$ cat src/rtl/core/msr_pkg.sv
// Shared types for the motor soft-start ramp block.
package msr_pkg;

  // Field widths
  localparam int DutyW     = 7;
  localparam int IntervalW = 16;
  localparam int CfgIndexW = 2;
  localparam int CfgDataW  = 16;
  localparam int TdataW    = 16;

  // Configuration register indexes
  typedef enum logic [CfgIndexW-1:0] {
    CFG_UPDATE_INTERVAL = 2'd0,
    CFG_RAMP_STEP       = 2'd1,
    CFG_MIN_DUTY        = 2'd2
  } cfg_index_t;

  // Reset values of the configuration registers
  localparam logic [IntervalW-1:0] UpdateIntervalReset = 16'd20;
  localparam logic [DutyW-1:0]     RampStepReset       = 7'd2;
  localparam logic [DutyW-1:0]     MinDutyReset        = 7'd20;

  // Current configuration
  typedef struct packed {
    logic [IntervalW-1:0] update_interval;
    logic [DutyW-1:0]     ramp_step;
    logic [DutyW-1:0]     min_duty;
  } cfg_t;

  // One result item
  typedef struct packed {
    logic [DutyW-1:0] duty_forward;
    logic [DutyW-1:0] duty_reverse;
    logic             light_forward;
  } result_t;

endpackage

$ cat src/rtl/core/msr_cfg.sv
// Configuration register file of the motor soft-start ramp block.
module msr_cfg (
  input  logic                          clk,
  input  logic                          rst,
  input  logic                          cfg_we,
  input  logic [msr_pkg::CfgIndexW-1:0] cfg_index,
  input  logic [msr_pkg::CfgDataW-1:0]  cfg_wdata,
  output msr_pkg::cfg_t                 cfg
);

  msr_pkg::cfg_index_t idx;

  assign idx = msr_pkg::cfg_index_t'(cfg_index);

  // Register writes; an index beyond the list is ignored.
  always_ff @(posedge clk) begin
    if (rst) begin
      cfg.update_interval <= msr_pkg::UpdateIntervalReset;
      cfg.ramp_step       <= msr_pkg::RampStepReset;
      cfg.min_duty        <= msr_pkg::MinDutyReset;
    end else if (cfg_we) begin
      unique case (idx)
        msr_pkg::CFG_UPDATE_INTERVAL: cfg.update_interval <= cfg_wdata[msr_pkg::IntervalW-1:0];
        msr_pkg::CFG_RAMP_STEP:       cfg.ramp_step       <= cfg_wdata[msr_pkg::DutyW-1:0];
        msr_pkg::CFG_MIN_DUTY:        cfg.min_duty        <= cfg_wdata[msr_pkg::DutyW-1:0];
        default: ;
      endcase
    end
  end

endmodule

$ cat src/rtl/core/msr_core.sv
// Tick counter, ramp state and single-pass update logic.
module msr_core (
  input  logic                      clk,
  input  logic                      rst,
  input  logic                      en,
  input  logic [msr_pkg::DutyW-1:0] target_forward,
  input  logic [msr_pkg::DutyW-1:0] target_reverse,
  input  msr_pkg::cfg_t             cfg,
  output logic                      upd,
  output msr_pkg::result_t          result
);

  localparam int W  = msr_pkg::DutyW;
  localparam int SW = msr_pkg::DutyW + 3;

  // State registers
  logic [msr_pkg::IntervalW-1:0] tick_count;
  logic [W-1:0] level_forward, level_reverse, drive_forward, drive_reverse;
  logic         reversing, direction_forward;

  logic [msr_pkg::IntervalW-1:0] tick_count_next;
  logic [W-1:0] level_forward_next, level_reverse_next;
  logic [W-1:0] drive_forward_next, drive_reverse_next;
  logic         reversing_next, direction_forward_next;

  logic [msr_pkg::IntervalW:0] tick_inc;
  logic         stop;
  logic [W-1:0] lf_a, lr_a, df_a, dr_a, lf_r, lr_r;
  logic         rev_a, skip;

  // Widen an unsigned duty to a signed working value.
  function automatic logic signed [SW-1:0] wide(input logic [W-1:0] v);
    wide = $signed({3'b000, v});
  endfunction

  // Lower a level by the step; at or below the minimum it snaps to zero.
  function automatic logic [W-1:0] brake(input logic [W-1:0] lvl, input logic [W-1:0] step,
                                         input logic [W-1:0] mind);
    logic signed [SW-1:0] d;
    d = wide(lvl) - wide(step);
    if (d <= wide(mind)) brake = '0;
    else                 brake = d[W-1:0];
  endfunction

  // Move one level a step toward its target, or brake it on a full stop.
  function automatic logic [W-1:0] ramp(input logic [W-1:0] lvl, input logic [W-1:0] tgt,
                                        input logic stp, input logic [W-1:0] step,
                                        input logic [W-1:0] mind);
    logic signed [SW-1:0] s;
    s = wide(lvl);
    if (!stp && tgt != '0) begin
      if (lvl < tgt) begin
        s = wide(lvl) + wide(step);
        if (s <= wide(mind)) s = wide(mind);
        if (s >= wide(tgt))  s = wide(tgt);
      end else if (lvl > tgt) begin
        s = wide(lvl) - wide(step);
        if (s < wide(tgt)) s = wide(tgt);
      end
    end else if (stp && lvl >= mind) begin
      s = wide(lvl) - wide(step);
      if (s <= wide(mind)) s = '0;
    end
    ramp = s[W-1:0];
  endfunction

  // Interval counting: an update happens when the count reaches the interval.
  assign tick_inc        = {1'b0, tick_count} + 1'b1;
  assign upd             = tick_inc >= {1'b0, cfg.update_interval};
  assign tick_count_next = upd ? '0 : tick_inc[msr_pkg::IntervalW-1:0];

  assign stop = (target_forward == '0) && (target_reverse == '0);

  // Reversal braking, then the ramp stage and drive selection.
  always_comb begin
    lf_a  = level_forward;
    lr_a  = level_reverse;
    df_a  = drive_forward;
    dr_a  = drive_reverse;
    skip  = 1'b0;
    rev_a = reversing || (level_forward != '0 && target_reverse != '0)
                      || (level_reverse != '0 && target_forward != '0);
    if (rev_a) begin
      if (level_forward != '0) begin
        lf_a  = brake(level_forward, cfg.ramp_step, cfg.min_duty);
        rev_a = lf_a != '0;
        df_a  = lf_a;
      end else if (level_reverse != '0) begin
        lr_a  = brake(level_reverse, cfg.ramp_step, cfg.min_duty);
        rev_a = lr_a != '0;
        dr_a  = lr_a;
      end
      if (lf_a == '0 && lr_a == '0) begin
        if (target_forward != '0)      dr_a = '0;
        else if (target_reverse != '0) df_a = '0;
        rev_a = 1'b0;
        skip  = 1'b1;
      end
    end

    lf_r = ramp(lf_a, target_forward, stop, cfg.ramp_step, cfg.min_duty);
    lr_r = ramp(lr_a, target_reverse, stop, cfg.ramp_step, cfg.min_duty);

    level_forward_next     = lf_a;
    level_reverse_next     = lr_a;
    drive_forward_next     = df_a;
    drive_reverse_next     = dr_a;
    reversing_next         = rev_a;
    direction_forward_next = direction_forward;
    if (!skip && !rev_a) begin
      level_forward_next = lf_r;
      level_reverse_next = lr_r;
      if (lf_r != '0) begin
        drive_forward_next     = lf_r;
        drive_reverse_next     = '0;
        direction_forward_next = 1'b1;
      end else if (lr_r != '0) begin
        drive_forward_next     = '0;
        drive_reverse_next     = lr_r;
        direction_forward_next = 1'b0;
      end else begin
        drive_forward_next     = '0;
        drive_reverse_next     = '0;
        direction_forward_next = 1'b1;
      end
    end
  end

  assign result.duty_forward  = drive_forward_next;
  assign result.duty_reverse  = drive_reverse_next;
  assign result.light_forward = direction_forward_next;

  // State update for each processed item.
  always_ff @(posedge clk) begin
    if (rst) begin
      tick_count        <= '0;
      level_forward     <= '0;
      level_reverse     <= '0;
      reversing         <= 1'b1;
      drive_forward     <= '0;
      drive_reverse     <= '0;
      direction_forward <= 1'b0;
    end else if (en) begin
      tick_count <= tick_count_next;
      if (upd) begin
        level_forward     <= level_forward_next;
        level_reverse     <= level_reverse_next;
        reversing         <= reversing_next;
        drive_forward     <= drive_forward_next;
        drive_reverse     <= drive_reverse_next;
        direction_forward <= direction_forward_next;
      end
    end
  end

  // An update item restarts the interval count.
  a_upd_clears_count: assert property (@(posedge clk) disable iff (rst)
    en && upd |=> tick_count == '0)
    else $error("tick count not cleared on an update item");

  // An item without an update leaves the ramp state alone.
  a_idle_tick_holds: assert property (@(posedge clk) disable iff (rst)
    en && !upd |=> $stable(level_forward) && $stable(level_reverse) && $stable(reversing))
    else $error("ramp state changed on a tick without update");

  // An item without an update advances the count by one.
  a_count_advances: assert property (@(posedge clk) disable iff (rst)
    en && !upd |=> tick_count == $past(tick_count) + 1'b1)
    else $error("tick count did not advance");

endmodule

$ cat src/rtl/core/motor_soft_start_ramp.sv
// An accepted item waits in the input register; its result (if any) is then registered
// in the result register, from which the receiver takes it.
// Throughput: one item per cycle unless stalled; results come only on update ticks.
// The input register and the result register form a two-stage pipeline that
// stalls only while a result waits on m_axis_tready.
// Reset (rst, synchronous): configuration returns to interval 20, step 2,
// minimum 20; levels and drives clear and the reversal flag is set.
module motor_soft_start_ramp (
  input  logic                          clk,
  input  logic                          rst,
  input  logic                          s_axis_tvalid,
  output logic                          s_axis_tready,
  input  logic [msr_pkg::TdataW-1:0]    s_axis_tdata,  // target_forward, target_reverse
  output logic                          m_axis_tvalid,
  input  logic                          m_axis_tready,
  output logic [msr_pkg::TdataW-1:0]    m_axis_tdata,  // duty_forward, duty_reverse,
                                                       // light_forward
  input  logic                          cfg_we,
  input  logic [msr_pkg::CfgIndexW-1:0] cfg_index,
  input  logic [msr_pkg::CfgDataW-1:0]  cfg_wdata
);

  localparam int W = msr_pkg::DutyW;

  msr_pkg::cfg_t    cfg;
  msr_pkg::result_t result;
  msr_pkg::result_t out_reg;

  logic         in_valid;
  logic [W-1:0] in_forward, in_reverse;
  logic         advance, en, upd, s_accept;

  msr_cfg u_cfg (
    .clk       (clk),
    .rst       (rst),
    .cfg_we    (cfg_we),
    .cfg_index (cfg_index),
    .cfg_wdata (cfg_wdata),
    .cfg       (cfg)
  );

  // Pipeline control: everything moves unless a result is stuck downstream.
  assign advance       = !m_axis_tvalid || m_axis_tready;
  assign s_axis_tready = !in_valid || advance;
  assign s_accept      = s_axis_tvalid && s_axis_tready;
  assign en            = in_valid && advance;

  // Input register
  always_ff @(posedge clk) begin
    if (rst) begin
      in_valid <= 1'b0;
    end else if (advance) begin
      in_valid <= s_accept;
    end else if (!in_valid) begin
      in_valid <= s_accept;
    end
  end

  always_ff @(posedge clk) begin
    if (s_accept) begin
      in_forward <= s_axis_tdata[W-1:0];
      in_reverse <= s_axis_tdata[2*W-1:W];
    end
  end

  msr_core u_core (
    .clk            (clk),
    .rst            (rst),
    .en             (en),
    .target_forward (in_forward),
    .target_reverse (in_reverse),
    .cfg            (cfg),
    .upd            (upd),
    .result         (result)
  );

  // Result register
  always_ff @(posedge clk) begin
    if (rst) begin
      m_axis_tvalid <= 1'b0;
    end else if (advance) begin
      m_axis_tvalid <= en && upd;
    end
  end

  always_ff @(posedge clk) begin
    if (en && upd) begin
      out_reg <= result;
    end
  end

  assign m_axis_tdata = {1'b0, out_reg.light_forward, out_reg.duty_reverse,
                         out_reg.duty_forward};

  // A tick without an update never produces a result item.
  a_no_result_without_update: assert property (@(posedge clk) disable iff (rst)
    en && !upd |=> !m_axis_tvalid)
    else $error("result item produced without an update");

  // A new item never overwrites a held input item.
  a_no_overwrite: assert property (@(posedge clk) disable iff (rst)
    !(s_accept && in_valid && !advance))
    else $error("input register overwritten while stalled");

  // An update item always shows up as a result.
  a_update_gives_result: assert property (@(posedge clk) disable iff (rst)
    en && upd |=> m_axis_tvalid)
    else $error("update item lost its result");

endmodule
$ cat config.mk
export PLATFORM = sky130hd
export DESIGN_NAME = motor_soft_start_ramp
export DESIGN_NICKNAME = d
export VERILOG_FILES = /design/src/rtl/core/msr_pkg.sv /design/src/rtl/core/msr_cfg.sv /design/src/rtl/core/msr_core.sv /design/src/rtl/core/motor_soft_start_ramp.sv
export SDC_FILE = /design/constraint.sdc
export NUM_CORES = 1
export LEC_CHECK = 0
export BUFFER_PORTS_ARGS = -buffer_cell sky130_fd_sc_hd__buf_2
export CORE_ASPECT_RATIO = 1.4
export CORE_MARGIN = 3
export CORE_UTILIZATION = 45
export CTS_CLUSTER_SIZE = 28
export DETAILED_ROUTE_END_ITERATION = 6
export PLACE_DENSITY = 0.6
export SKIP_LAST_GASP = 1
export SYNTH_ARGS = -nofsm -noshare
export SYNTH_HDL_FRONTEND = slang
export SYNTH_HIERARCHICAL = 1
export SYNTH_SLANG_ARGS = --single-unit
$ cat constraint.sdc
create_clock -name clk -period 12.4 [get_ports clk]
set_input_delay 1.86 -clock clk [delete_from_list [all_inputs] [get_ports clk]]
set_output_delay 1.86 -clock clk [all_outputs]
set_load 0.02 [all_outputs]
==> flow_summary.yaml <==
synth:
  yosys.area.top_type: "ha_1"
  synth_area_leaders: "ha_1 18%, dfxtp_1 15%, edfxtp_1 8.1%"
  synth_top_area_share_pct: 18.14
  synth_nets: 1497
  yosysMostFrequentCell: "ha_1"
  syn_area_mm2: 0.01076
  synth_common_cells: "156 x ha_1, 112 x nor2_1, 86 x inv_1"
  avgSynthCellArea_um2: 8.302
  synth.yosys.warnings: 6
  seq_area_frac_synth_pct: 22.61
  synth_cell_type_count: 88
  ys.flop_type: "dfxtp_1"
  synthCells: 1296
  async_reset_ff_share_pct: 0
  ys_seq_elements: 107
  synth_edf_count: 29
critical_path:
  cpMaxStageDelayCell: "a31oi_1"
  cp_common_cell: "ha_1"
  cp-start-kind: "flip-flop"
  worstPathRequired_ns: 12.49
  reg2reg_depth: 37
  max_stage_delay_ns: 0.82
  endpoint_kind: "flip-flop"
  path_max_fanout: 13
  worstPathArrival_ns: 11.28
  crit_type: "reg2reg"
routing:
  m1WireLength_um: 13490
  finalWirelength_um: 33470
  drc: 0
  wl_per_cell_um: 20.27
  dr_wl_met3_um: 1538
  top_layer: "met4"
  dr.first_iter.drc_count: 635
  met2_length_um: 16890
  drtAntennaViolNets: 0
  vias_per_cell: 6.059
  vias: 10004
  firstDrtPassIters: 5
clock_network:
  numCtsBuffers: 9
  postCtsSetupRepairBufs: 0
  cts_hold_buf: 0
  cts_tree: "yes"
  cts.sinks: 107
  ctsRootBufferMaster: "clkbuf_16"
  clk_pin_slew_worst_paths_ns: 0.08
  clk_latency_ns: 0.37
  cts_buffer_depth: 2
  htreeDepth: 3
  cts_resized: 0
timing:
  maxSlewViolCount: 0
  finalSetupTns_ns: 0
  setup_viol: 0
  skew_ns: 0.01384
  finalCritPeriodShare_pct: 90.19
  rsz0062_at_grt: "false"
  finalCriticalPeriod_ns: 11.18
  slew_headroom_pct: 24.60
  max_freq_ghz: 0.08941
  worstMarginPinSlew_ns: 1.126
  finalHoldViolations: 0
global_routing:
  track_usage_pct: 26.04
  grt_start_max_net_pins: 51
  grt_pass1_vias: 9675
  gr-total-overflow: 0
  grt_pass1_wl_um: 52190
  antenna_found_initial: 0
layout:
  antennaDiodeCount: 0
  register_area_mm2: 0.002432
  fin_util_pct: 50.06
  nFillCells: 2256
  synthToLayoutAreaGrowth_pct: 8.745
  multi_input_area_mm2: 0.007777
  finish.net_count: 1541
  instances_no_fill: 1651
  drive_above_1_share_pct: 9.740
  fin_area_mm2: 0.01170
floorplan:
  ios: 57
  row_count: 66
  chipHeight_um: 189.0
  start_util_pct: 46.04
  chipWidth_um: 136.7
  coreArea_mm2: 0.02337
  die_area_mm2: 0.02583
placed_design:
  io_buffers: 53
  dp_hpwl_um: 25920
  gp_congestion: 0.9837
  dpl.cell_count: 1635
  place_area_mm2: 0.01138
power:
  p_leak_nw: 4.992
  power.density_mw_per_mm2: 74.87
  combPwrFrac_pct: 21.1
  p_int_uw: 610.1
  p_sw_uw: 265.8
  peakVddDrop_v: 0.00006974
  p_seq_share_pct: 42.5
  switching_share_pct: 30.35
  p_clk_share_pct: 36.5
  totalPowerFinal_uw: 876.0
outcome:
  status: "completed"
hold_path:
  hold_class: "reg2reg"
  min_path_cells: 2
job:
  max_cap_viol_count: 0
-- final cells by class --
type,instances,share of cell area (%)
Multi-Input combinational cell,1056,66.47
Timing Repair Buffer,78,3.871
Inverter,88,2.823
Clock inverter,6,0.6309
Sequential cell,107,20.79
Clock buffer,10,2.139
Tap cell,306,3.272
-- final timing paths --
kind                       from  slack [ns]               end
setup reg to reg  u_cfg/cfg[10]        1.22  m_axis_tdata[14]
hold reg to reg   u_cfg/cfg[23]        0.47     u_cfg/cfg[23]
setup / recovery  u_cfg/cfg[10]        1.22  m_axis_tdata[14]
hold / removal    u_cfg/cfg[23]        0.47     u_cfg/cfg[23]
-- registers in the layout, indices dropped and copies added, names as in the netlist --
| register | count |
|---|---|
| u_core/reversing | 1 |
| u_core/level_reverse | 7 |
| m_axis_tvalid | 1 |
| in_forward | 7 |
| u_core/drive_forward | 7 |
| u_core/direction_forward | 1 |
| in_reverse | 7 |
| u_core/level_forward | 7 |
| u_cfg/cfg | 30 |
| in_valid | 1 |
| m_axis_tdata | 15 |
| u_core/drive_reverse | 7 |
| u_core/tick_count | 16 |
-- logic make-up after synthesis --
logic type               synth area share [%]
AO/OA/AOI/OAI                           24.58
XOR/XNOR                                2.686
adder cells (fa/ha/maj)                 19.26
buffers and inverters                   5.140
flip-flops                              22.61
multiplexers                            4.896
other                                 0.03485
AND/OR/NAND/NOR                         20.79
-- stage by stage --
stage	hold WS, ns	setup WS (ns)
detailed placement	0.4644	1.494
global placement	0.4605	1.544
CTS	0.4781	1.444
floorplan	0.4483	2.748
finish	0.4749	1.216
global route	0.4926	0.5129
-- per-layer routing --
metal	up-vias	GRT usage (%)
met5	-	0
met4	0	12.84
met3	79	2.818
met2	306	46.18
met1	4688	30.72
li1	4931	-
-- layout by cell type, fill, tap and decap left out, drive strengths merged, types with 23 or more instances in the layout --
cell type and count:
inv 92, edfxtp 29, o21ai 82, nor2 112
nand3 23, mux2i 38, nor2b 26, ha 156
nand2 76, a21oi 61, buf 78, dfxtp 78
nand2b 73, nor3 29
-- critical path, delay by kind of cell (launching register included) --
family	cells	cell delay (ns)
buffers and inverters	3	0.56
muxes	1	0.42
xor gates and xnor gates	1	0.17
and+or+nand+nor	8	2.49
adders and majority gates	5	1.59
DFF	1	0.45
AOI/OAI and AO/OA	19	5.18
-- power groups by stage --
stage / registers [mW] / clock network [mW] / logic (mW)
2_1_floorplan: 0.377 / 0 / 0.127
3_3_place_gp: 0.380 / 0 / 0.178
3_5_place_dp: 0.380 / 0 / 0.181
4_1_cts: 0.372 / 0.330 / 0.182
5_1_grt: 0.373 / 0.339 / 0.206
6_report: 0.372 / 0.319 / 0.185
Note: power is estimated with default switching activity, not from simulation.
